**config.mk**
```make
export PLATFORM = sky130hd
export DESIGN_NAME = vss_ctrl
export DESIGN_NICKNAME = d
export VERILOG_FILES = /design/src/sv/vss_pkg.sv /design/src/sv/vss_ctrl.sv
export SDC_FILE = /design/constraint.sdc
export NUM_CORES = 1
export LEC_CHECK = 0
export BUFFER_PORTS_ARGS = -buffer_cell sky130_fd_sc_hd__buf_4
export CAP_MARGIN = 10
export CORE_AREA = 2 2 39 41
export CTS_CLUSTER_SIZE = 14
export DETAILED_ROUTE_END_ITERATION = 7
export DIE_AREA = 0 0 41 43
export SLEW_MARGIN = 20
export SYNTH_ARGS = -nofsm -noshare
export SYNTH_HDL_FRONTEND = slang
export SYNTH_SLANG_ARGS = --single-unit
```
**constraint.sdc**
```tcl
create_clock -name clk -period 1.8 [get_ports clk]
set_input_delay 0.18 -clock clk [delete_from_list [all_inputs] [get_ports clk]]
set_output_delay 0.18 -clock clk [all_outputs]
set_load 0.05 [all_outputs]
```
**src/sv/vss_pkg.sv**
```systemverilog
`timescale 1ns / 1ps

package vss_pkg;

    localparam int AXIS_BITS = 6;
    localparam int ADDR_W    = 3 * AXIS_BITS;
    localparam int DEPTH     = 1 << ADDR_W;
    localparam int COUNT_W   = ADDR_W + 1;
    localparam int SIZE_W    = 7;
    localparam int COORD_W   = 16;
    localparam int OUT_W     = 6;
    localparam int IDX_W     = 2;

    localparam logic [SIZE_W-1:0] AXIS_SPAN = SIZE_W'(1 << AXIS_BITS);

    localparam logic [1:0] CMD_ADD    = 2'd0;
    localparam logic [1:0] CMD_DELETE = 2'd1;

    localparam logic [2:0] STS_ADDED   = 3'd0;
    localparam logic [2:0] STS_PRESENT = 3'd1;
    localparam logic [2:0] STS_REMOVED = 3'd2;
    localparam logic [2:0] STS_ABSENT  = 3'd3;
    localparam logic [2:0] STS_OUTSIDE = 3'd4;
    localparam logic [2:0] STS_READ_OK = 3'd5;
    localparam logic [2:0] STS_BEYOND  = 3'd6;

    localparam logic [IDX_W-1:0] REG_SIZE_X = 2'd0;
    localparam logic [IDX_W-1:0] REG_SIZE_Y = 2'd1;
    localparam logic [IDX_W-1:0] REG_SIZE_Z = 2'd2;

    typedef struct packed {
        logic [1:0]                command;
        logic signed [COORD_W-1:0] coord_x;
        logic signed [COORD_W-1:0] coord_y;
        logic signed [COORD_W-1:0] coord_z;
        logic [ADDR_W-1:0]         position;
    } item_t;

    typedef struct packed {
        logic [2:0]         status;
        logic [OUT_W-1:0]   out_x;
        logic [OUT_W-1:0]   out_y;
        logic [OUT_W-1:0]   out_z;
        logic [COUNT_W-1:0] member_count;
    } result_t;

    typedef enum logic [2:0] {
        ST_CLEAR,
        ST_IDLE,
        ST_LOOKUP,
        ST_EXEC,
        ST_FIX
    } state_t;

    typedef struct packed {
        logic clear_step;
        logic capture;
        logic lookup;
        logic exec;
        logic fix;
        logic finish;
    } ctrl_cmd_t;

    typedef struct packed {
        logic clear_last;
        logic need_fix;
    } dp_status_t;

endpackage

```
**src/sv/vss_ctrl.sv**
```systemverilog
`timescale 1ns / 1ps

module vss_ctrl (
    input  logic                clk,
    input  logic                rst_n,
    input  logic                start,
    input  vss_pkg::dp_status_t dp_status,
    output vss_pkg::ctrl_cmd_t  ctrl_cmd,
    output logic                busy
);
    import vss_pkg::*;

    state_t state_reg;
    state_t state_next;

    always_ff @(posedge clk or negedge rst_n)
    begin
        if (!rst_n)
        begin
            state_reg <= ST_CLEAR;
        end
        else
        begin
            state_reg <= state_next;
        end
    end

    always_comb
    begin
        state_next = state_reg;
        ctrl_cmd   = '0;
        busy       = 1'b1;
        unique case (state_reg)
            ST_CLEAR:
            begin
                ctrl_cmd.clear_step = 1'b1;
                if (dp_status.clear_last)
                begin
                    state_next = ST_IDLE;
                end
            end
            ST_IDLE:
            begin
                busy = 1'b0;
                if (start)
                begin
                    ctrl_cmd.capture = 1'b1;
                    state_next       = ST_LOOKUP;
                end
            end
            ST_LOOKUP:
            begin
                ctrl_cmd.lookup = 1'b1;
                state_next      = ST_EXEC;
            end
            ST_EXEC:
            begin
                ctrl_cmd.exec = 1'b1;
                if (dp_status.need_fix)
                begin
                    state_next = ST_FIX;
                end
                else
                begin
                    ctrl_cmd.finish = 1'b1;
                    state_next      = ST_IDLE;
                end
            end
            ST_FIX:
            begin
                ctrl_cmd.fix    = 1'b1;
                ctrl_cmd.finish = 1'b1;
                state_next      = ST_IDLE;
            end
            default:
            begin
                state_next = ST_IDLE;
            end
        endcase
    end

endmodule

```
==> flow_summary.ini <==
[die]
dieArea_um2 = 1760
initial_core_util = 0.144
die_h_um = 43
ios = 12
core_area_um2 = 1380
die_w_um = 41
core.rowCount = 14

[clock_tree]
clock_path_buffers = 2
cts_tree = done
cts_sinks = 3
cts_max_level = 1
clk_latency_ps = 240
cts_made_buffers = 3
clk_transition_reported_paths_ps = 40
root_buffer = clkbuf_4
cts_setup_buffers = 0

[yosys]
synth.yosys.warnings = 0
avgSynthCellArea_um2 = 8.65
ys_types = 17
synth_area_leader_cell = dfrtp_1
synth_area_um2 = 199
synth.area.top_cells = dfrtp_1 (38%), nor3_1 (7.5%), buf_6 (5.7%)
ys_ff_latch = 3
synthesis.nets = 28
yosysTopAreaCellShare = 0.377
synth_cells = 23
yosysSeqAreaShare = 0.377

[grt]
grt_use_total = 0.0864
gr-total-overflow = 0
grt_pass1_vias = 205
grt_max_degree = 11
grt_pass1_wl_um = 897
antenna_found_initial = 0

[sta]
rsz0062_at_grt = false
max_freq_mhz = 656
fin_worst_skew_ps = 1.54
worstMarginPinSlew_ps = 306
worst_hold_slack_ps = 180
final.min_clock_period_ps = 1530
setup_tns_ps = 0
setup_viol = 0
finalMaxSlewViolations = 0
hold_viol = 0
slew_headroom = 0.796
fin_crit_sh = 0.847

[placed_design]
globalplace.congestion = 0.732
io_buffers = 11

[finish]
syn_to_final_growth_pct = 67.3
diodes = 0
final_cell_mix = buf_4 (11), nor3_1 (3), clkbuf_4 (3), dfrtp_1 (3)
finalNetCount = 43
final_common_cell = buf_4
largest_reg_flops = 3
drive_gt1_frac = 0.432
final_core_util = 0.241

[power]
p_int_mw = 0.322
p_comb_frac = 0.606
netSwitchingFraction = 0.545
p_clk_frac = 0.172
power.density_nw_per_um2 = 2130
p_switching_mw = 0.386
seqPwrFrac = 0.222
vdd_drop_max_uv = 668
p_leak_nw = 0.167

[critical_path]
crit_path_start_kind = register
cp.required_ps = 1620
arrival_ps = 1350
path_class = reg2out
r2r_cells = 2
crit_path_max_fanout = 10
end_kind = output pin

[route]
vias = 208
via_per_inst = 3.92
drtPass1Iterations = 2
drc = 0
post_drt_wl_per_cell_um = 9.19
antenna_left = 0
wl_um = 487
drt-initial-drc-count = 1

[job]
drv_cap = 0

[hold_path]
worstHoldPathCells = 2
hp-class = in2reg

[run_status]
status = completed
==> worst paths after layout <==
path | slack, ps | endpoint | startpoint
hold reg to reg | 580 | state_reg[1]$_DFFE_PN0P_ | state_reg[2]$_DFFE_PN0P_
min in group asynchronous | 270 | state_reg[0]$_DFFE_PN0P_ | rst_n
setup / recovery | 270 | ctrl_cmd[0] | state_reg[0]$_DFFE_PN0P_
setup reg to reg | 600 | state_reg[0]$_DFFE_PN0P_ | state_reg[0]$_DFFE_PN0P_
hold / removal | 180 | state_reg[2]$_DFFE_PN0P_ | dp_status[0]
max in group asynchronous | 1440 | state_reg[2]$_DFFE_PN0P_ | rst_n
==> layer usage <==
metal	vias to the layer above	track usage	routed length, um
met5	-	0	0
met3	2	0.0576	50
met4	0	0.120	17
li1	105	-	-
met1	90	0.0742	189
met2	11	0.106	229
==> final cells by class <==
cell class | count | area, um2
Inverter | 2 | 7.51
Fill cell | 161 | 1050
Multi-Input combinational cell | 16 | 111
Timing Repair Buffer | 12 | 92.6
Clock buffer | 4 | 26.3
Tap cell | 16 | 20.0
Sequential cell | 3 | 75.1
==> metrics by stage <==
step | instance area, um2 | setup WS, ps | instances | power, mW
after global placement | 297 | 529 | 48 | 0.586
after floorplan | 210 | 3.32 | 23 | 0.495
after detailed placement | 297 | 519 | 48 | 0.591
final | 333 | 275 | 53 | 0.708
after CTS | 333 | 259 | 53 | 0.721
after global routing | 333 | 206 | 53 | 0.763
==> logic make-up (layout without fill, tap and decap cells) <==
kind of cell / after synthesis / count (layout) / share of synthesized area
compound gates: 4 / 4 / 0.151
simple gates: 12 / 12 / 0.352
buf+inv: 4 / 18 / 0.119
flops: 3 / 3 / 0.377
==> cell usage after synthesis <==
cell,count
nor3_1,3
nand3b_1,1
and2_1,1
nor2_1,1
dfrtp_1,3
nor3b_1,1
buf_2,1
a21oi_1,1
and3b_2,1
buf_6,1
a21boi_0,1
or2_0,1
nand2b_1,1
a311o_1,1
a21o_1,1
nand2_1,2
inv_1,2
==> worst max-delay path: stages (launching register included) <==
cell and delay, ps:
dfrtp_1 470, and3b_2 280, a21o_1 170, buf_4 180
==> power by group through the flow <==
stage | logic, mW | registers (mW) | clock network (mW)
2_1_floorplan | 0.389 | 0.106 | 0
3_3_place_gp | 0.429 | 0.156 | 0
3_5_place_dp | 0.431 | 0.159 | 0
4_1_cts | 0.434 | 0.158 | 0.128
5_1_grt | 0.454 | 0.169 | 0.140
6_report | 0.429 | 0.157 | 0.122
==> repair_timing <==
item,4_1_cts,5_1_grt
gates resized for setup,0,0
hold buffers,1,0
endpoints found under the hold margin,3,0
Note: power is estimated with default switching activity, not from simulation.
